==> src/sv/gtsc_pkg.sv <==
`timescale 1ns / 1ps
`default_nettype none

package gtsc_pkg;

    localparam int SAMPLE_W           = 16;
    localparam int GAIN_W             = 24;
    localparam int MAG_W              = 17;
    localparam int TAB_W              = 15;
    localparam int FULL_SCALE         = 32767;
    localparam int DEF_TABLE_DEPTH    = 1024;
    localparam int DEF_GAIN_FRAC_BITS = 16;
    localparam int PIPE_LATENCY       = 8;

    localparam logic [GAIN_W-1:0] GAIN_RESET = 24'd65536;

    typedef struct packed {
        logic valid;
        logic neg;
        logic sat;
    } ctrl_t;

    function automatic int x_width(int depth);
        return MAG_W + $clog2(depth + 1) + GAIN_W;
    endfunction

    function automatic int addr_width(int depth);
        return $clog2(depth);
    endfunction

endpackage

`default_nettype wire

==> src/sv/gtsc_gain_mul.sv <==
`timescale 1ns / 1ps
`default_nettype none

module gtsc_gain_mul #(
    parameter int TABLE_DEPTH = gtsc_pkg::DEF_TABLE_DEPTH
) (
    input  logic                                        clk,
    input  logic                                        rst_n,
    input  logic                                        in_valid,
    input  logic [gtsc_pkg::SAMPLE_W-1:0]               sample_in,
    input  logic [gtsc_pkg::GAIN_W-1:0]                 gain,
    output gtsc_pkg::ctrl_t                             ctrl_out,
    output logic [gtsc_pkg::x_width(TABLE_DEPTH)-1:0]   x_out
);
    import gtsc_pkg::*;

    localparam int DW  = $clog2(TABLE_DEPTH + 1);
    localparam int MDW = MAG_W + DW;
    localparam int XW  = x_width(TABLE_DEPTH);

    logic [MAG_W-1:0] mag;
    ctrl_t            ctrl1_reg;
    ctrl_t            ctrl1_next;
    ctrl_t            ctrl2_reg;
    logic [MDW-1:0]   md_reg;
    logic [MDW-1:0]   md_next;
    logic [XW-1:0]    x_reg;
    logic [XW-1:0]    x_next;

    always_comb
    begin
        mag = sample_in[SAMPLE_W-1] ? (MAG_W'(0) - {sample_in[SAMPLE_W-1], sample_in})
                                    : {1'b0, sample_in};
        ctrl1_next.valid = in_valid;
        ctrl1_next.neg   = sample_in[SAMPLE_W-1];
        ctrl1_next.sat   = 1'b0;
        md_next = MDW'(MDW'(mag) * MDW'(TABLE_DEPTH));
        x_next  = XW'(md_reg) * XW'(gain);
    end

    always_ff @(posedge clk or negedge rst_n)
    begin
        if (!rst_n)
        begin
            ctrl1_reg <= '0;
            ctrl2_reg <= '0;
        end
        else
        begin
            ctrl1_reg <= ctrl1_next;
            ctrl2_reg <= ctrl1_reg;
        end
    end

    always_ff @(posedge clk)
    begin
        md_reg <= md_next;
        x_reg  <= x_next;
    end

    assign ctrl_out = ctrl2_reg;
    assign x_out    = x_reg;

endmodule

`default_nettype wire

==> config.mk <==
export PLATFORM = sky130hd
export DESIGN_NAME = gtsc_gain_mul
export DESIGN_NICKNAME = d
export VERILOG_FILES = /design/src/sv/gtsc_pkg.sv /design/src/sv/gtsc_gain_mul.sv
export SDC_FILE = /design/constraint.sdc
export NUM_CORES = 1
export LEC_CHECK = 0
export ABC_AREA = 1
export ABC_CLOCK_PERIOD_IN_PS = 5700
export BUFFER_PORTS_ARGS = -buffer_cell sky130_fd_sc_hd__clkbuf_2
export CAP_MARGIN = 20
export CORE_ASPECT_RATIO = 0.7
export CORE_MARGIN = 3
export CORE_UTILIZATION = 40
export CTS_BUF_LIST = sky130_fd_sc_hd__clkbuf_2
export CTS_CLUSTER_DIAMETER = 50
export DETAILED_ROUTE_END_ITERATION = 6
export GPL_ROUTABILITY_DRIVEN = 0
export PLACE_DENSITY = 0.67
export SLEW_MARGIN = 20
export SYNTH_ARGS = -nofsm -noshare
export SYNTH_HDL_FRONTEND = slang
export SYNTH_SLANG_ARGS = --single-unit
==> constraint.sdc <==
create_clock -name clk -period 5.7 [get_ports clk]
set_clock_uncertainty 0.1 [all_clocks]
set_input_delay 0.57 -clock clk [delete_from_list [all_inputs] [get_ports clk]]
set_output_delay 0.57 -clock clk [all_outputs]
set_load 0.01 [all_outputs]
==> results.txt <==
The required time of the critical path is 6.10 ns. For this run, the top clock speed supported by timing is 182.1 MHz. The setup violation total in the final timing report came out at 0. The final hold violation count came to 0. The post-synthesis xor/xnor area fraction came out at 1.814%. The number of primary I/O pins came out at 98. After the last flow step, the layout net total stands at 2768. The routed layout has 13200 vias. The number of iterations in the first detailed-routing pass came out at 5. The sequential element share of the synthesized area came out at 7.916%. The CTS tree is built. Averaged over all synthesized cells, the footprint is 7.504 um^2.

The number of enable-type register cells in the synthesized netlist came out at 0. The number of levels in the clock H-tree came out at 3. The worst hold slack is 0.08784 ns. The relative max-transition margin came out at 43.90%. The initial antenna violation count is 1. The ratio of cells with drive above 1 in the final layout came out at 15.54%.

After synthesis, the largest family of logic cells by area is adder cells. Cells fill 47.15% of the core in the end. The die area came out at 42300 um^2. Setup repair after global routing could not meet its margin everywhere. The remaining routing DRC violations came out at 0. The maximum number of pins on one net before global-route repair came out at 25.

The number of flip-flops in the largest register came out at 41. The synthesized-area fraction occupied by adder cells is 50.45%. The count of buffers added on input and output ports is 85. The mux cell area share after synthesis is 0%. The Yosys warning count is 0. The average wire per cell in the routed design came out at 15.88 um. The total half-perimeter wirelength after legalization and detailed placement came out at 37.68 mm. The wire length of the first global-routing pass came out at 72.19 mm.

The signed area change from the synthesized netlist to the final layout is 15.09%. Sorting the synthesized cells by how often they occur yields 668 x sky130_fd_sc_hd__inv_1, 610 x sky130_fd_sc_hd__nand2_1, 329 x sky130_fd_sc_hd__fa_1. The critical path start-end classification is register to register. The core region area came out at 38890 um^2. The buffer cell driving the clock tree root is sky130_fd_sc_hd__clkbuf_2. Global routing finished with a remaining overflow of 0. STA classifies the critical path endpoint as a register. The maximum fanout along the worst path came out at 12. The via-per-instance ratio came out at 4.693. The die boundary width came out at 244.5 um.

The reported max-cap violation count is 0. The total CTS buffers is 9. The effective utilization at floorplan is 40.97%. The remaining antenna violation count came out at 0. The detailed router's first-iteration violation count came out at 1052.

The number of buffers on the longest clock path is 2. The final critical delay including setup and external delays came out at 5.491 ns. The startpoint class of the critical path is a register. The signal arrival time at the worst endpoint is 5.89 ns. The total wirelength of the detailed-routed design is 44.68 mm. In the synthesized netlist the async set-or-reset flop fraction comes to 6.452%. The total routing usage reported by global routing came out at 21.45%. The run finished with clean final reports. The number of max-slew violations in the final report was 0. The fraction of post-synthesis cell area in the top cell type by area came out at 41.34%. The slew at the pin closest to its max-slew limit is 0.8403 ns. The synthesized netlist devotes 2.152% of its cell area to compound gates. The synthesized cell area is 15930 um^2. The simple logic cell fraction of the synthesized area is 19.19%. In the post-synthesis netlist, the biggest area contributors are sky130_fd_sc_hd__fa_1 41%, sky130_fd_sc_hd__inv_1 16%, sky130_fd_sc_hd__nand2_1 14%. The worst min-delay path category is input port to register. The flop and latch count out of synthesis came out at 62. The cell type contributing the most total cell area after synthesis is sky130_fd_sc_hd__fa_1. The latest clock arrival within the worst-skew pair came out at 0.55 ns.

Among all cell types in the netlist, the one instantiated most often is sky130_fd_sc_hd__inv_1. The via count of the first global-routing pass is 13730. The count of unique library cells instantiated by Yosys came out at 37. The floorplan step set the die height to 173.0 um.

After clock tree synthesis, the clock-pin slew on the worst setup and hold paths is 0.20 ns. The final cycle utilization of the critical path came out at 96.33%. The reg-to-reg setup timing slack came out at 0.21 ns. The count of standard-cell rows came out at 60. The sink count of the clock tree is 62. The top flip-flop cell by instance count after synthesis is sky130_fd_sc_hd__dfxtp_1. The instance count of the mapped netlist is 2123.
## worst paths after layout
kind,startpoint,endpoint,cells past startpoint
setup / recovery,md_reg[17],x_out[33],24
hold / removal,sample_in[0],md_reg[10],1
setup reg to reg,md_reg[17],x_out[33],24
hold reg to reg,ctrl1_reg[2],ctrl_out[2],0
max in group asynchronous,rst_n,ctrl_out[1],2
min in group asynchronous,rst_n,ctrl_out[2],2
## final cells by class
class                           count  area [um^2]
Sequential cell                    62         1295
Tap cell                          527        659.4
Clock buffer                       12        60.06
Antenna cell                        1        2.502
Timing Repair Buffer              229         1730
Multi-Input combinational cell   1302        12000
Inverter                          676         2537
Fill cell                        3872        20550
Clock inverter                      4        47.55
## critical path, cell delays in order, from the launching register on
cell and delay [ns]:
sky130_fd_sc_hd__dfxtp_4 0.39, sky130_fd_sc_hd__buf_4 0.15, sky130_fd_sc_hd__clkbuf_16 0.18, sky130_fd_sc_hd__nand2_1 0.06, sky130_fd_sc_hd__inv_1 0.05, sky130_fd_sc_hd__fa_1 0.48
sky130_fd_sc_hd__inv_1 0.05, sky130_fd_sc_hd__fa_1 0.39, sky130_fd_sc_hd__fa_1 0.54, sky130_fd_sc_hd__fa_1 0.56, sky130_fd_sc_hd__inv_1 0.05, sky130_fd_sc_hd__fa_1 0.49
sky130_fd_sc_hd__inv_1 0.06, sky130_fd_sc_hd__fa_1 0.55, sky130_fd_sc_hd__inv_1 0.09, sky130_fd_sc_hd__ha_4 0.30, sky130_fd_sc_hd__nand2_1 0.05, sky130_fd_sc_hd__nand2_1 0.12
sky130_fd_sc_hd__nand2_1 0.07, sky130_fd_sc_hd__and2_1 0.15, sky130_fd_sc_hd__nand2_1 0.08, sky130_fd_sc_hd__nand2_1 0.06, sky130_fd_sc_hd__nand3_2 0.12, sky130_fd_sc_hd__buf_4 0.13
sky130_fd_sc_hd__xor2_1 0.14
## cell families (layout without fill, tap and decap cells)
group                      Yosys count  count (layout)
AOI/OAI and AO/OA                   63              63
xor gates and xnor gates            33              33
adders and majority gates          445             445
buffers and inverters              771             921
DFF                                 62              62
other                                1              14
and+or+nand+nor                    748             748
## cell usage in the layout (no fill, tap or decap), types with 7 or more instances in the layout
master,synthesis,routed
sky130_fd_sc_hd__xor2_1,26,26
sky130_fd_sc_hd__fa_2,0,8
sky130_fd_sc_hd__fa_1,329,321
sky130_fd_sc_hd__xnor2_1,7,7
sky130_fd_sc_hd__nor2_1,49,47
sky130_fd_sc_hd__inv_2,6,7
sky130_fd_sc_hd__inv_1,668,667
sky130_fd_sc_hd__buf_12,0,13
sky130_fd_sc_hd__a21oi_1,33,20
sky130_fd_sc_hd__clkbuf_2,0,97
sky130_fd_sc_hd__nor2_2,13,14
sky130_fd_sc_hd__conb_1,1,13
sky130_fd_sc_hd__buf_4,12,125
sky130_fd_sc_hd__ha_4,0,8
sky130_fd_sc_hd__dfxtp_4,0,9
sky130_fd_sc_hd__dfxtp_1,58,49
sky130_fd_sc_hd__nand3_1,25,25
sky130_fd_sc_hd__o21ai_0,18,16
sky130_fd_sc_hd__nand2_2,22,26
sky130_fd_sc_hd__nand2_1,610,605
sky130_fd_sc_hd__a21oi_2,1,14
sky130_fd_sc_hd__ha_1,116,103
## repair_timing
item                                    in CTS  in global routing
pin swaps                                    0                  8
buffers inserted                             0                  8
hold buffers                                 2                  0
gates resized for setup                      5                 70
endpoints found under the setup margin      22                 24
cloned                                       0                  3
hold endpoints to repair                     5                  0
## routing by layer
metal,vias up,track usage [%],wire [um]
met5,-,0,0
li1,6150,-,-
met3,47,6.030,4760
met4,0,3.810,638
met2,589,31.06,18660
met1,6416,32.22,20620
## per-stage QoR
stage	setup WS, ns	area, um^2	cells	TNS (ns)
finish	0.2094	18340	2813	0
global route	-0.02227	18340	2813	-0.08943
CTS	0.01956	17930	2801	0
detailed placement	-0.1878	17790	2783	-2.391
global placement	-0.1553	17790	2783	-1.750
floorplan	0.009512	15980	2135	0
Power is left out: the tool's default activity adds up to more than one toggle a clock period on the data nets, which glitch-free logic cannot reach.
