### config.mk
export PLATFORM = sky130hd
export DESIGN_NAME = gtsc_index
export DESIGN_NICKNAME = d
export VERILOG_FILES = /design/src/sv/gtsc_pkg.sv /design/src/sv/gtsc_index.sv
export SDC_FILE = /design/constraint.sdc
export NUM_CORES = 1
export LEC_CHECK = 0
export ABC_AREA = 1
export BUFFER_PORTS_ARGS = -buffer_cell sky130_fd_sc_hd__buf_2
export CORE_UTILIZATION = 49
export CTS_BUF_LIST = sky130_fd_sc_hd__clkbuf_8
export DETAILED_ROUTE_END_ITERATION = 16
export PLACE_DENSITY = 0.92
export SLEW_MARGIN = 20
export SYNTH_ARGS = -nofsm -noshare
export SYNTH_HDL_FRONTEND = slang
export SYNTH_SLANG_ARGS = --single-unit
### constraint.sdc
create_clock -name clk -period 1 [get_ports clk]
set_input_delay 0.1 -clock clk [delete_from_list [all_inputs] [get_ports clk]]
set_output_delay 0.1 -clock clk [all_outputs]
set_load 0.02 [all_outputs]
### src/sv/gtsc_pkg.sv
`timescale 1ns / 1ps
`default_nettype none

package gtsc_pkg;

    localparam int SAMPLE_W           = 16;
    localparam int GAIN_W             = 24;
    localparam int MAG_W              = 17;
    localparam int TAB_W              = 15;
    localparam int FULL_SCALE         = 32767;
    localparam int DEF_TABLE_DEPTH    = 1024;
    localparam int DEF_GAIN_FRAC_BITS = 16;
    localparam int PIPE_LATENCY       = 8;

    localparam logic [GAIN_W-1:0] GAIN_RESET = 24'd65536;

    typedef struct packed {
        logic valid;
        logic neg;
        logic sat;
    } ctrl_t;

    function automatic int x_width(int depth);
        return MAG_W + $clog2(depth + 1) + GAIN_W;
    endfunction

    function automatic int addr_width(int depth);
        return $clog2(depth);
    endfunction

endpackage

`default_nettype wire

### src/sv/gtsc_index.sv
`timescale 1ns / 1ps
`default_nettype none

module gtsc_index #(
    parameter int TABLE_DEPTH    = gtsc_pkg::DEF_TABLE_DEPTH,
    parameter int GAIN_FRAC_BITS = gtsc_pkg::DEF_GAIN_FRAC_BITS
) (
    input  logic                                          clk,
    input  logic                                          rst_n,
    input  gtsc_pkg::ctrl_t                               ctrl_in,
    input  logic [gtsc_pkg::x_width(TABLE_DEPTH)-1:0]     x_in,
    output gtsc_pkg::ctrl_t                               ctrl_out,
    output logic [gtsc_pkg::addr_width(TABLE_DEPTH)-1:0]  idx,
    output logic [gtsc_pkg::TAB_W-1:0]                    r1,
    output logic [GAIN_FRAC_BITS+2:0]                     low
);
    import gtsc_pkg::*;

    localparam int XW   = x_width(TABLE_DEPTH);
    localparam int AW   = addr_width(TABLE_DEPTH);
    localparam int E    = GAIN_FRAC_BITS + 3;
    localparam int YQ_W = TAB_W + AW + 1;
    localparam int SW   = TAB_W + 1;
    localparam logic [XW-1:0] SAT_LIM =
        (XW'(TABLE_DEPTH) * XW'(8 * FULL_SCALE)) << GAIN_FRAC_BITS;

    logic [XW-1:0]    xs;
    logic [YQ_W-1:0]  yq;
    logic [AW:0]      hi_part;
    logic [SW-1:0]    fold;
    logic             carry;
    ctrl_t            ctrl_reg;
    ctrl_t            ctrl_next;
    logic [AW-1:0]    idx_reg;
    logic [AW-1:0]    idx_next;
    logic [TAB_W-1:0] r1_reg;
    logic [TAB_W-1:0] r1_next;
    logic [E-1:0]     low_reg;

    always_comb
    begin
        xs      = x_in >> E;
        yq      = xs[YQ_W-1:0];
        hi_part = yq[YQ_W-1:TAB_W];
        fold    = SW'(hi_part) + SW'(yq[TAB_W-1:0]);
        carry   = (fold >= SW'(FULL_SCALE));
        idx_next = AW'(hi_part + (AW+1)'(carry));
        r1_next  = carry ? TAB_W'(fold - SW'(FULL_SCALE)) : TAB_W'(fold);
        ctrl_next     = ctrl_in;
        ctrl_next.sat = (x_in >= SAT_LIM);
    end

    always_ff @(posedge clk or negedge rst_n)
    begin
        if (!rst_n)
        begin
            ctrl_reg <= '0;
        end
        else
        begin
            ctrl_reg <= ctrl_next;
        end
    end

    always_ff @(posedge clk)
    begin
        idx_reg <= idx_next;
        r1_reg  <= r1_next;
        low_reg <= x_in[E-1:0];
    end

    assign ctrl_out = ctrl_reg;
    assign idx      = idx_reg;
    assign r1       = r1_reg;
    assign low      = low_reg;

endmodule

`default_nettype wire

==> results_dict.tcl, run 1 <==
set metrics [dict create \
    status "did not finish" \
    haltStage "global routing (5_1_grt)" \
    stop_error "[ERROR GRT-0232] Routing congestion too high. Check the congestion heatmap in the GUI." \
    cts_sinks 47 \
    place_area_sq_um 3790 \
    synth-edff-count 0 \
    ios 104 \
    endpoint_type "register data pin" \
    syn_inst 363 \
    htree_levels 2 \
    track_usage_pct 73.9 \
    portBuffers 102 \
    grt_worst_setup_endpoint "idx[7]$_DFF_P_/D" \
    synth_flop_cell "dfxtp_1" \
    syn_nets 435 \
    cts_buffers 5 \
    clockBufferDepth 2 \
    dp_hpwl_mm 6.33 \
    async_flop_share_pct 6.38 \
    grt_max_degree 15 \
    yosysWarningCount 0 \
    avgSynthCellArea_sq_um 7.16 \
    die_h_um 74.8 \
    root_buffer "clkbuf_8" \
    yosys.cell_types.count 29 \
    yosysSeqAreaShare_pct 36.8 \
    die_width_um 74.8 \
    preCtsSetupSlack_ns -1.95 \
    start_util_pct 50.9 \
    core.rowCount 26 \
    ys_ff_latch 47 \
    overflow 26 \
    syn_area_sq_um 2600 \
    place.gp.congestion 0.938 \
]
==> per-layer routing <==
metal,overflow,track usage [%]
met2,15,91.0
met4,10,76.1
met1,0,73.5
met3,1,58.4
met5,0,17.6
==> logic make-up after synthesis <==
family | share of synthesized area (%)
flip-flops | 36.8
XOR/XNOR | 5.40
adder cells (fa/ha/maj) | 7.51
AO/OA/AOI/OAI | 2.94
AND/OR/NAND/NOR | 39.6
buffers and inverters | 7.71
==> metrics by stage <==
step           setup TNS [ns]  cells
2_1_floorplan          -31.84    363
3_3_place_gp           -35.24    608
3_5_place_dp           -38.99    608
4_1_cts                -28.30    650
==> what timing repair did <==
action	4_1_cts
resized for setup	21
hold endpoints to repair	24
pin swaps	22
endpoints found under the setup margin	25
buffers inserted	14
hold buffers	22
==> Yosys cell counts (all sizes together), types with 3 or more instances <==
library cell  number  area share (%)
xor2              14             4.7
a21oi             10             2.1
nand3             43             8.9
nor2              35             6.1
buf                3            0.92
nor3               6             1.2
nand2            129              21
dfrtp              3             2.9
dfxtp             44              34
ha                14             6.7
nand4              6             1.4
inv               46             6.6
==> run 2: changes to the inputs <==
CORE_UTILIZATION = 34   (was 49)
CTS_BUF_LIST = not set   (was sky130_fd_sc_hd__clkbuf_8)
PLACE_DENSITY = not set   (was 0.92)
PLACE_DENSITY_LB_ADDON = 0.15   (was not set)
==> run 2 against run 1 <==
The flow now finishes, with violations (negative setup slack). Area after synthesis unchanged. Synthesized cell count did not move.
==> results_dict.tcl, run 2 <==
set metrics [dict create \
    status "complete, but fails checks" \
    violations "negative setup slack" \
    core.rowCount 31 \
    crit_type "in -> reg" \
    hold_viol 0 \
    grt_pass1_wl_mm 12.2 \
    avgSynthCellArea_sq_um 7.16 \
    antenna_left 0 \
    synth_common_cells "nand2_1, dfxtp_1, inv_1" \
    worst-path-max-fanout 2 \
    final_cell_mix "nand2_1, buf_2, buf_4" \
    cts_sinks 47 \
    arrival_ns 2.61 \
    final.setup.worst_slack_ns -1.42 \
    grt_pass1_vias 2863 \
    max-cap-violations 0 \
    dr.pass1.iters 4 \
    drive_gt1_share_pct 45.6 \
    setup.worst_path.start "x_in[34]" \
    cts_tree "built" \
    die_h_um 89.4 \
    drt-initial-drc-count 102 \
    period_minus_slack_ns 2.42 \
    power_density_nw_per_um2 1270 \
    antenna_found_initial 0 \
    ios 104 \
    root_buffer "clkbuf_8" \
    yosysTopAreaCell "dfxtp_1" \
    critPathSlowestCell "fa_2" \
    overflow 0 \
    fin_util_pct 62.7 \
    largest_register_ffs 19 \
    syn_inst 363 \
    yosysWarningCount 0 \
    yosys.cell_types.count 29 \
    required_ns 1.19 \
    async_flop_share_pct 6.38 \
    cp_num_buf_inv 2 \
    report.final.slew_viol_count 0 \
    nFillCells 629 \
    drc 0 \
    place.gp.congestion 0.871 \
    end_kind "flip-flop" \
    hold_slack_ns 0.0179 \
    yosysSeqAreaShare_pct 36.8 \
    final_common_cell "nand2_1" \
    start_util_pct 35.4 \
    crit_family "simple AND/OR/NAND/NOR gates" \
    worst_slew_pin_slew_ns 0.370 \
    max_stage_delay_ns 0.57 \
    die-area_sq_um 7990 \
    setup_violations 25 \
    antennaDiodeCount 0 \
    portBuffers 102 \
    coreArea_sq_um 7330 \
    vias 2998 \
    regArea_sq_um 956 \
    die_width_um 89.4 \
    power.leakage_nw 2.49 \
    vdd_ir_drop_max_mv 0.640 \
    track_usage_pct 20.0 \
    min_from "x_in[45]" \
    synth_top_area_share_pct 33.9 \
    finalCritPeriodShare_pct 242 \
    wl_mm 7.62 \
    area_delta_synth_final_pct 76.9 \
    synthTopCellsByArea "dfxtp_1, nand2_1, nand3_1" \
    syn_nets 435 \
    htree_levels 2 \
    grt_setup_unrepaired "true" \
    max_freq_ghz 0.413 \
    preCtsSetupSlack_ns -1.89 \
    clk_pin_slew_worst_paths_ns 0.08 \
    syn_area_sq_um 2600 \
    cts_buffers 5 \
    clockBufferDepth 2 \
    drt-vias-per-instance 4.31 \
    dp_hpwl_mm 5.66 \
    synth.most_common_cell "nand2_1" \
    nets 667 \
    grt_max_degree 15 \
    wire_per_inst_um 11.0 \
    slew_headroom_pct 75.1 \
    cp-start-kind "input pin" \
    hp-class "in -> reg" \
    fin_tns_setup_ns -30.82 \
    multiInputGateArea_sq_um 1590 \
    synth_flop_cell "dfxtp_1" \
    synth-edff-count 0 \
    ys_ff_latch 47 \
    path_cells "buf_8, ha_4, fa_2, ha_4, inv_2, nor2_2, nand3_2, nor2_2, nand2_2, nor2_4, nand2_2, nor2_4, nand2_4, nand2_4, ha_4, nand2_4, nor3_4, nand3_2, nor2_1, nand2_1, xnor2_1" \
]
run 2: cell counts after synthesis:
No cell type changed its count.
run 2: metrics by stage:
step / cells / total power, mW / instance area, sq um
2_1_floorplan: 363 / 3.16 / 2640
3_3_place_gp: 636 / 4.00 / 3820
3_5_place_dp: 636 / 4.02 / 3820
4_1_cts: 693 / 5.84 / 4530
5_1_grt: 695 / 6.23 / 4600
6_report: 695 / 5.85 / 4600
run 2: area by class of cell:
cell class / count / area share [%]
repair buffers: 229 / 35.3
multi-input cells: 266 / 34.5
flip-flops and latches: 47 / 20.8
inverters: 46 / 3.76
well taps: 99 / 2.70
clock buffers: 6 / 1.58
clock inverters: 2 / 1.31
run 2: path summary, 6_finish.rpt:
kind | to | slack [ns] | cells after the start
min in group asynchronous | ctrl_out[0]$_DFF_PN0_ | 0.11 | 2
worst max-delay path | idx[9]$_DFF_P_ | -1.42 | 21
max in group asynchronous | ctrl_out[1]$_DFF_PN0_ | 0.78 | 2
worst min-delay path | ctrl_out[0]$_DFF_PN0_ | 0.02 | 3
run 2: logic make-up after synthesis:
family	after synthesis	synth area share (%)
buf+inv	50	7.71
xor+xnor	16	5.40
flops	47	36.8
compound gates	13	2.94
simple gates	222	39.6
fa+ha+maj	15	7.51
run 2: metal layers:
layer / up-vias / GRT usage [%] / part of all wire (%)
met1: 1291 / 24.8 / 46
li1: 1607 / - / -
met5: - / 0 / 0
met3: 12 / 3.32 / 5.2
met4: 0 / 5.92 / 1.9
met2: 88 / 35.5 / 47
run 2: timing repair:
item	CTS	global route
gates resized for setup	33	13
endpoints found under the setup margin	25	25
endpoints found under the hold margin	24	0
hold buffers	22	0
gates cloned	1	0
pin swaps	29	11
setup buffers	41	7
run 2: power breakdown:
part	internal, mW	switching (mW)	leakage (nW)	total, mW
clock network	0.999	0.625	0.0654	1.62
logic	1.02	1.14	2.02	2.15
registers	2.04	0.0333	0.403	2.07
total	4.05	1.80	2.49	5.85
No activity file was read; power rests on OpenSTA's default activity.
