**src/sv/gtsc_pkg.sv**
```systemverilog
`timescale 1ns / 1ps
`default_nettype none

package gtsc_pkg;

    localparam int SAMPLE_W           = 16;
    localparam int GAIN_W             = 24;
    localparam int MAG_W              = 17;
    localparam int TAB_W              = 15;
    localparam int FULL_SCALE         = 32767;
    localparam int DEF_TABLE_DEPTH    = 1024;
    localparam int DEF_GAIN_FRAC_BITS = 16;
    localparam int PIPE_LATENCY       = 8;

    localparam logic [GAIN_W-1:0] GAIN_RESET = 24'd65536;

    typedef struct packed {
        logic valid;
        logic neg;
        logic sat;
    } ctrl_t;

    function automatic int x_width(int depth);
        return MAG_W + $clog2(depth + 1) + GAIN_W;
    endfunction

    function automatic int addr_width(int depth);
        return $clog2(depth);
    endfunction

endpackage

`default_nettype wire

```
**src/sv/gtsc_interp.sv**
```systemverilog
`timescale 1ns / 1ps
`default_nettype none

module gtsc_interp #(
    parameter int GAIN_FRAC_BITS = gtsc_pkg::DEF_GAIN_FRAC_BITS
) (
    input  logic                          clk,
    input  logic                          rst_n,
    input  gtsc_pkg::ctrl_t               ctrl_in,
    input  logic [gtsc_pkg::TAB_W-1:0]    t0,
    input  logic [gtsc_pkg::TAB_W-1:0]    dt,
    input  logic [gtsc_pkg::TAB_W-1:0]    r1,
    input  logic [GAIN_FRAC_BITS+2:0]     low,
    output logic                          done,
    output logic [gtsc_pkg::SAMPLE_W-1:0] sample_out
);
    import gtsc_pkg::*;

    localparam int E   = GAIN_FRAC_BITS + 3;
    localparam int PAW = 2 * TAB_W;
    localparam int PBW = TAB_W + E + 1;
    localparam int WW  = PAW + 1;
    localparam int QW  = WW - TAB_W;
    localparam int FW  = QW + 1;
    localparam int MW  = FW + 1;
    localparam logic [PBW-1:0] BIAS = PBW'(FULL_SCALE) << (E - 1);

    ctrl_t            ctrl5_reg;
    ctrl_t            ctrl6_reg;
    ctrl_t            ctrl7_reg;
    logic [PAW-1:0]   pa_reg;
    logic [PBW-1:0]   pb_reg;
    logic [TAB_W-1:0] t0_5_reg;
    logic [TAB_W-1:0] t0_6_reg;
    logic [TAB_W-1:0] t0_7_reg;
    logic [WW-1:0]    w_reg;
    logic [WW-1:0]    w_next;
    logic [QW-1:0]    q0;
    logic [QW:0]      r0;
    logic [FW-1:0]    frac_reg;
    logic [FW-1:0]    frac_next;
    logic [MW-1:0]    m_sum;
    logic [TAB_W-1:0] m_mag;
    logic             done_reg;
    logic [SAMPLE_W-1:0] out_reg;
    logic [SAMPLE_W-1:0] out_next;

    always_comb
    begin
        w_next    = WW'(pa_reg) + WW'(pb_reg >> E);
        q0        = w_reg[WW-1:TAB_W];
        r0        = (QW+1)'(w_reg[TAB_W-1:0]) + (QW+1)'(q0);
        frac_next = FW'(q0) + FW'(r0 >= (QW+1)'(FULL_SCALE));
        m_sum     = MW'(t0_7_reg) + MW'(frac_reg);
        if (ctrl7_reg.sat || (m_sum > MW'(FULL_SCALE)))
            m_mag = TAB_W'(FULL_SCALE);
        else
            m_mag = m_sum[TAB_W-1:0];
        out_next = ctrl7_reg.neg ? (SAMPLE_W'(0) - SAMPLE_W'(m_mag)) : SAMPLE_W'(m_mag);
    end

    always_ff @(posedge clk or negedge rst_n)
    begin
        if (!rst_n)
        begin
            ctrl5_reg <= '0;
            ctrl6_reg <= '0;
            ctrl7_reg <= '0;
            done_reg  <= 1'b0;
        end
        else
        begin
            ctrl5_reg <= ctrl_in;
            ctrl6_reg <= ctrl5_reg;
            ctrl7_reg <= ctrl6_reg;
            done_reg  <= ctrl7_reg.valid;
        end
    end

    always_ff @(posedge clk)
    begin
        pa_reg   <= PAW'(dt) * PAW'(r1);
        pb_reg   <= PBW'(dt) * PBW'(low) + BIAS;
        t0_5_reg <= t0;
        t0_6_reg <= t0_5_reg;
        t0_7_reg <= t0_6_reg;
        w_reg    <= w_next;
        frac_reg <= frac_next;
        out_reg  <= out_next;
    end

    assign done       = done_reg;
    assign sample_out = out_reg;

endmodule

`default_nettype wire

```
**config.mk**
```make
export PLATFORM = sky130hd
export DESIGN_NAME = gtsc_interp
export DESIGN_NICKNAME = d
export VERILOG_FILES = /design/src/sv/gtsc_pkg.sv /design/src/sv/gtsc_interp.sv
export SDC_FILE = /design/constraint.sdc
export NUM_CORES = 1
export LEC_CHECK = 0
export BUFFER_PORTS_ARGS = -buffer_cell sky130_fd_sc_hd__buf_2
export CORE_MARGIN = 5
export CORE_UTILIZATION = 32
export DETAILED_ROUTE_END_ITERATION = 12
export GPL_ROUTABILITY_DRIVEN = 0
export SETUP_SLACK_MARGIN = 0.02
export SLEW_MARGIN = 10
export SYNTH_ARGS = -nofsm -noshare
export SYNTH_HDL_FRONTEND = slang
export SYNTH_SLANG_ARGS = --single-unit
export TNS_END_PERCENT = 10
```
**constraint.sdc**
```tcl
create_clock -name clk -period 7 [get_ports clk]
set_input_delay 0.35 -clock clk [delete_from_list [all_inputs] [get_ports clk]]
set_output_delay 0.35 -clock clk [all_outputs]
set_load 0.02 [all_outputs]
```
==> results of run 1 <==
-- logic make-up after synthesis --
family / Yosys count / synth area share, %
AO/OA/AOI/OAI: 242 / 7.54
XOR/XNOR: 98 / 3.77
adder cells (fa/ha/maj): 656 / 48.8
buffers and inverters: 537 / 8.89
flip-flops: 165 / 14.7
multiplexers: 2 / 0.0879
AND/OR/NAND/NOR: 755 / 16.1
-- how the worst min path moves through the flow --
stage,startpoint,to,slack (ns),depth (start not counted)
after global placement,rst_n,done,0.21,1
after global routing,t0[1],t0_5_reg[1],0.002,1
after floorplan,rst_n,ctrl5_reg[0],0.05,0
after detailed placement,rst_n,done,0.21,1
after CTS,t0[6],t0_5_reg[6],0.0001,1
final,t0[1],t0_5_reg[1],0.03,1
-- cell type report --
class	count	area share (%)
multi-input combinational	1753	69.8
sequential	165	13.5
inverter	452	6.81
tap	940	4.72
timing repair buffer	119	2.78
clock buffer	20	1.83
clock inverter	12	0.632
antenna	1	0.0100
-- cell usage after synthesis, types with 3 or more instances --
cell / instances / area, sq um
sky130_fd_sc_hd__inv_1: 452 / 1700
sky130_fd_sc_hd__fa_1: 388 / 7770
sky130_fd_sc_hd__nand2_1: 351 / 1320
sky130_fd_sc_hd__ha_1: 268 / 3350
sky130_fd_sc_hd__and2_1: 235 / 1470
sky130_fd_sc_hd__dfxtp_1: 155 / 3100
sky130_fd_sc_hd__clkbuf_1: 84 / 315
sky130_fd_sc_hd__a21oi_1: 70 / 350
sky130_fd_sc_hd__nor2_1: 67 / 251
sky130_fd_sc_hd__xnor2_1: 66 / 578
sky130_fd_sc_hd__a21o_1: 32 / 240
sky130_fd_sc_hd__xor2_1: 32 / 280
sky130_fd_sc_hd__o21ai_0: 27 / 135
sky130_fd_sc_hd__nand3_1: 24 / 120
sky130_fd_sc_hd__and3_1: 16 / 100
sky130_fd_sc_hd__nor3_1: 16 / 80.1
sky130_fd_sc_hd__o21a_1: 14 / 105
sky130_fd_sc_hd__o21bai_1: 12 / 90.1
sky130_fd_sc_hd__dfrtp_1: 10 / 250
sky130_fd_sc_hd__nand4_1: 9 / 56.3
sky130_fd_sc_hd__nand2b_1: 7 / 43.8
sky130_fd_sc_hd__o22ai_1: 7 / 43.8
sky130_fd_sc_hd__a211oi_1: 6 / 45.0
sky130_fd_sc_hd__a22oi_2: 6 / 75.1
sky130_fd_sc_hd__o21ai_2: 6 / 52.6
sky130_fd_sc_hd__a221oi_1: 5 / 43.8
sky130_fd_sc_hd__nor2b_1: 5 / 31.3
sky130_fd_sc_hd__o2111ai_1: 5 / 43.8
sky130_fd_sc_hd__o211ai_1: 5 / 37.5
sky130_fd_sc_hd__o31ai_1: 5 / 37.5
sky130_fd_sc_hd__a31oi_1: 4 / 25.0
sky130_fd_sc_hd__or2_2: 4 / 25.0
sky130_fd_sc_hd__a2111o_1: 3 / 33.8
sky130_fd_sc_hd__a22o_1: 3 / 26.3
sky130_fd_sc_hd__a22oi_1: 3 / 22.5
sky130_fd_sc_hd__o21ai_1: 3 / 15.0
sky130_fd_sc_hd__o31a_1: 3 / 26.3
sky130_fd_sc_hd__or3_1: 3 / 18.8
-- repair_timing --
item,CTS,global route
buffers inserted,0,0
hold endpoints to repair,12,2
hold buffers,3,2
-- layout by cell type (no fill, tap or decap), types with 6 or more instances in the layout --
cell | Yosys | final
sky130_fd_sc_hd__a211oi_1 | 6 | 6
sky130_fd_sc_hd__a21o_1 | 32 | 32
sky130_fd_sc_hd__a21oi_1 | 70 | 70
sky130_fd_sc_hd__a22oi_2 | 6 | 6
sky130_fd_sc_hd__and2_1 | 235 | 235
sky130_fd_sc_hd__and3_1 | 16 | 16
sky130_fd_sc_hd__buf_2 | 0 | 85
sky130_fd_sc_hd__buf_4 | 0 | 29
sky130_fd_sc_hd__clkbuf_16 | 0 | 17
sky130_fd_sc_hd__dfrtp_1 | 10 | 10
sky130_fd_sc_hd__dfxtp_1 | 155 | 155
sky130_fd_sc_hd__fa_1 | 388 | 388
sky130_fd_sc_hd__ha_1 | 268 | 268
sky130_fd_sc_hd__inv_1 | 452 | 452
sky130_fd_sc_hd__nand2_1 | 351 | 351
sky130_fd_sc_hd__nand2b_1 | 7 | 7
sky130_fd_sc_hd__nand3_1 | 24 | 24
sky130_fd_sc_hd__nand4_1 | 9 | 9
sky130_fd_sc_hd__nor2_1 | 67 | 67
sky130_fd_sc_hd__nor3_1 | 16 | 16
sky130_fd_sc_hd__o21a_1 | 14 | 14
sky130_fd_sc_hd__o21ai_0 | 27 | 27
sky130_fd_sc_hd__o21ai_2 | 6 | 6
sky130_fd_sc_hd__o21bai_1 | 12 | 12
sky130_fd_sc_hd__o22ai_1 | 7 | 7
sky130_fd_sc_hd__xnor2_1 | 66 | 66
sky130_fd_sc_hd__xor2_1 | 32 | 32
-- layer usage --
metal | GRT usage (%) | wire length, um | up-vias | share of wire (%)
met3 | 2.48 | 2900 | 91 | 5.3
met1 | 20.1 | 25400 | 7887 | 46
li1 | - | - | 7713 | -
met2 | 23.8 | 25400 | 377 | 46
met4 | 3.66 | 1340 | 0 | 2.4
met5 | 0 | 0 | - | 0
-- stage by stage --
stage | hold slack (ns) | worst slack [ns] | std cells
after floorplan | 0.0544 | 1.06 | 2455
after global placement | 0.210 | 0.429 | 3424
after detailed placement | 0.211 | 0.377 | 3424
after CTS | 0.000123 | 0.832 | 3459
after global routing | 0.00242 | 0.477 | 3461
final | 0.0270 | 0.850 | 3462
==> impl_metrics.tcl, run 1 <==
set metrics [dict create \
    num_io_pins 86 \
    cp_max_fo 22 \
    number_of_cts_inserted_buffers 17 \
    number_of_violations_of_the_max_capacitance_limit 0 \
    setup-violations-final 0 \
    die-height_um 277 \
    yosys_most_used_dff "sky130_fd_sc_hd__dfxtp_1" \
    synth_seq_area_share_pct 14.7 \
    nature_of_the_critical_path_startpoint "primary input" \
    grt_pass1_vias 17100 \
    antenna_found_initial 5 \
    syn_area_per_cell_sq_um 9.27 \
    clock-skew-final_ns 0.0169 \
    post-route-drc-count 0 \
    worst_r2r_endpoint "sample_out[14]" \
    fin_setup_tns_ns 0 \
    firstDrtPassIters 4 \
    cp_num_cells 24 \
    cts_max_path_bufs 2 \
    post_cts_resize_count 0 \
    capturing_element_of_the_worst_setup_path "pb_reg[27]" \
    core_area_sq_mm 0.0703 \
    synth_async_reset_ratio_pct 6.06 \
    r2r-start "t0_7_reg[0]" \
    ys_warn_count 0 \
    min-delay-path-class "primary input to register" \
    worstPathArrival_ns 6.47 \
    timing.max_slew.rel_slack_pct 45.3 \
    first_iter_violations 858 \
    seqCellArea_sq_mm 0.00335 \
    r2r_slack_ns 2.53 \
    tritoncts_clock_tree "done" \
    final_antenna_net_count 0 \
    worst_path_most_repeated_cell "sky130_fd_sc_hd__fa_1" \
    detailroute.via_count 16100 \
    report.final.slew_viol_count 0 \
    syn_to_final_growth_pct 9.49 \
    critical_path.top_delay_family "adder cells" \
    numClockSinks 165 \
    grt_setup_unrepaired "no" \
    drive_gt1_share_pct 6.98 \
    critical_path.startpoint "dt[6]" \
    achievable-frequency_mhz 163 \
    path_type_of_the_worst_setup_path "primary input to register" \
    fin_nets 3233 \
    timing.critical_path.required_ns 7.32 \
    clock_latency_of_the_later_clocked_register_in_the_worst_skew_pair_ns 0.44 \
    globalRouteTotalUtil_pct 14.5 \
    synthCells 2455 \
    detailedPlacementHpwl_mm 43.6 \
    layout_min_cycle_time_ns 6.15 \
    grt_remaining_overflow 0 \
    grt_pass1_wl_mm 90.8 \
    largest_register_ff_count 31 \
    slowest_delay_ns 0.56 \
    row_count 97 \
    timing.final.crit_share_pct 87.9 \
    die_width_um 277 \
    synthesis.nets 3180 \
    synth_cell_types 73 \
    avg_wl_per_cell_um 15.9 \
    rr_worst_depth 19 \
    critical-path-slowest-cell "sky130_fd_sc_hd__fa_1" \
    start_util_pct 32.4 \
    cell_area_reported_after_detailed_placement_sq_mm 0.0243 \
    synth_enable_flop_cells 0 \
    worst-path-buf-inv 7 \
    cts_max_level 4 \
    mean_number_of_vias_per_cell 4.64 \
    multi_input_comb_area_sq_mm 0.0174 \
    finalCoreUtilization_pct 35.5 \
    drt_wl_total_mm 55.0 \
    synth.ff_latch_count 165 \
    synthesis.area_sq_mm 0.0228 \
    io_buffer_count 85 \
    layout.filler_cells 7153 \
    status "finished clean" \
    tightest_slew_ns 0.821 \
    cts.root.buffer_cell "sky130_fd_sc_hd__clkbuf_16" \
    fp.dieArea_sq_mm 0.0766 \
    crit_path_end_kind "register" \
    grt_max_degree 27 \
    worstPathCellList "buf_2, nand2_1, fa_1, inv_1, fa_1, inv_1, fa_1, inv_1, fa_1, fa_1, inv_1, fa_1, inv_1, ha_1, nand4_1, a211oi_1, a22oi_1, a211oi_1, buf_4, o211ai_1, a21boi_0, o21a_1, nor2_1, xnor2_1" \
    clk_pin_slew_ns 0.07 \
    report.final.hold_viol_count 0 \
    fin_area_sq_mm 0.0249 \
]
Power of run 1 is left out: the tool's default activity adds up to more than one toggle a clock period on the data nets, which glitch-free logic cannot reach.
==> run 2: changes to the inputs <==
--- a/config.mk
+++ b/config.mk
@@ -6,10 +6,13 @@
 export NUM_CORES = 1
 export LEC_CHECK = 0
 export BUFFER_PORTS_ARGS = -buffer_cell sky130_fd_sc_hd__buf_2
+export CELL_PAD_IN_SITES_DETAIL_PLACEMENT = 1
+export CELL_PAD_IN_SITES_GLOBAL_PLACEMENT = 2
 export CORE_MARGIN = 5
 export CORE_UTILIZATION = 32
 export DETAILED_ROUTE_END_ITERATION = 12
 export GPL_ROUTABILITY_DRIVEN = 0
+export PLACE_DENSITY_LB_ADDON = 0.1
 export SETUP_SLACK_MARGIN = 0.02
 export SLEW_MARGIN = 10
 export SYNTH_ARGS = -nofsm -noshare
==> impl_metrics.tcl, run 2 (synthesis gave the netlist of run 1 again) <==
set metrics [dict create \
    status "finished clean" \
    clock-skew-final_ns 0.00934 \
    min-delay-path-class "primary input to asynchronous set/reset pin" \
    setup-violations-final 0 \
    path_type_of_the_worst_setup_path "primary input to register" \
    report.final.hold_viol_count 0 \
    grt_pass1_wl_mm 104 \
    grt_setup_unrepaired "no" \
    cts_max_path_bufs 2 \
    detailedPlacementHpwl_mm 53.5 \
    multi_input_comb_area_sq_mm 0.0174 \
    worst-path-buf-inv 5 \
    fp.dieArea_sq_mm 0.0766 \
    first_iter_violations 467 \
    nature_of_the_critical_path_startpoint "primary input" \
    post_cts_resize_count 0 \
    timing.final.crit_share_pct 90.1 \
    cts_max_level 4 \
    crit_path_end_kind "register" \
    cp_max_fo 21 \
    cell_area_reported_after_detailed_placement_sq_mm 0.0244 \
    dp.cells 3438 \
    grt_remaining_overflow 0 \
    detailroute.via_count 16300 \
    antenna_found_initial 2 \
    num_io_pins 86 \
    numClockSinks 165 \
    r2r_slack_ns 2.36 \
    tightest_slew_ns 0.826 \
    worst_path_most_repeated_cell "sky130_fd_sc_hd__fa_1" \
    most-common-layout-cells "sky130_fd_sc_hd__inv_1 (452), sky130_fd_sc_hd__fa_1 (388), sky130_fd_sc_hd__nand2_1 (351)" \
    worstPathArrival_ns 6.69 \
    seqCellArea_sq_mm 0.00335 \
    mostFrequentLayoutCell "sky130_fd_sc_hd__inv_1" \
    drt_wl_total_mm 63.9 \
    power_density_mw_per_mm2 530 \
    row_count 97 \
    fin_setup_tns_ns 0 \
    final_cells 3492 \
    grt_max_degree 25 \
    cts_setup_buffers 0 \
    die-height_um 277 \
    drive_gt1_share_pct 7.45 \
    worstPathCellList "buf_2, buf_4, nand2_1, fa_1, fa_1, inv_1, fa_1, inv_1, fa_1, fa_1, fa_1, inv_1, ha_1, and4_1, and3_1, a21oi_1, o21ba_2, a21oi_1, a31oi_1, o2111ai_1, a21oi_1, xnor2_1" \
    fin_area_sq_mm 0.0251 \
    number_of_cts_inserted_buffers 17 \
    tritoncts_clock_tree "done" \
    layout_min_cycle_time_ns 6.31 \
    core_area_sq_mm 0.0703 \
    slowest_delay_ns 0.54 \
    largest_register_ff_count 31 \
    vdd.ir_drop.worst_v 0.000275 \
    clk_pin_slew_ns 0.07 \
    post-route-drc-count 0 \
    timing.max_slew.rel_slack_pct 45.0 \
    syn_to_final_growth_pct 10.4 \
    clock_latency_of_the_later_clocked_register_in_the_worst_skew_pair_ns 0.46 \
    avg_wl_per_cell_um 18.3 \
    io_buffer_count 85 \
    firstDrtPassIters 4 \
    globalRouteTotalUtil_pct 17.1 \
    fin_nets 3261 \
    p_leak_uw 0.0127 \
    mean_number_of_vias_per_cell 4.68 \
    finalCoreUtilization_pct 35.8 \
    critical-path-slowest-cell "sky130_fd_sc_hd__fa_1" \
    start_util_pct 32.4 \
    report.final.slew_viol_count 0 \
    number_of_violations_of_the_max_capacitance_limit 0 \
    timing.hold.ws_ns 0.293 \
    layout.filler_cells 8153 \
    cts.root.buffer_cell "sky130_fd_sc_hd__clkbuf_16" \
    achievable-frequency_mhz 159 \
    die_width_um 277 \
    timing.critical_path.required_ns 7.39 \
    critical_path.top_delay_family "adder cells" \
    grt_pass1_vias 18600 \
    final_antenna_net_count 0 \
]
run 2: cell types whose count changed in the layout (fill, tap and decap cells not counted), moves of 2 or more:
cell                            change
sky130_fd_sc_hd__buf_4             +14
sky130_fd_sc_hd__clkbuf_8           -2
sky130_fd_sc_hd__bufinv_16          -2
sky130_fd_sc_hd__diode_2            +2
sky130_fd_sc_hd__clkinvlp_4         +2
sky130_fd_sc_hd__dlygate4sd3_1     +14
run 2: routing by layer:
| layer | routed length [um] | global-route usage [%] | vias to the layer above |
|---|---|---|---|
| met5 | 0 | 0 | - |
| met4 | 907 | 3.41 | 0 |
| met3 | 1460 | 1.71 | 44 |
| met2 | 32800 | 31.2 | 157 |
| met1 | 28700 | 22.0 | 8384 |
| li1 | - | - | 7750 |
run 2: worst reg2reg max path: cells and delay by family (launching register included):
family | cells | cell delay, ns
simple gates | 5 | 1.13
fa+ha+maj | 3 | 0.61
compound gates | 8 | 2.12
buf+inv | 2 | 0.14
flops | 1 | 0.32
mux | 1 | 0.17
run 2: report_power, final:
group | switching, uW | internal (uW) | total, uW
logic | 6040 | 4700 | 10700
registers | 252 | 1410 | 1660
clock network | 448 | 470 | 918
total | 6740 | 6580 | 13300
run 2: path summary, 6_finish.rpt:
kind	to	startpoint	cells past startpoint
max in group asynchronous	ctrl5_reg[2]	rst_n	2
setup reg to reg	sample_out[14]	frac_reg[0]	19
min in group clk	t0_6_reg[6]	t0_5_reg[6]	0
setup / recovery	pa_reg[29]	dt[6]	22
hold / removal	ctrl7_reg[2]	rst_n	2
hold reg to reg	t0_6_reg[6]	t0_5_reg[6]	0
run 2: metrics by stage:
stage / setup slack, ns / power (uW)
after floorplan: 1.06 / 9630
after global placement: 0.265 / 12500
after detailed placement: 0.163 / 12600
after CTS: 0.651 / 13700
after global routing: 0.337 / 15300
final: 0.692 / 13300
run 2: area by class of cell:
type | count | area share (%)
repair buffers | 147 | 3.73
inverters | 452 | 6.75
well taps | 940 | 4.68
clock buffers | 18 | 1.71
flip-flops and latches | 165 | 13.3
clock inverters | 14 | 0.543
multi-input cells | 1753 | 69.2
diodes | 3 | 0.0299
run 2: what timing repair did:
item	4_1_cts	5_1_grt
hold buffers	19	0
endpoints found under the hold margin	28	0
setup endpoints to repair	0	0
Power figures use the tool's default switching activity.
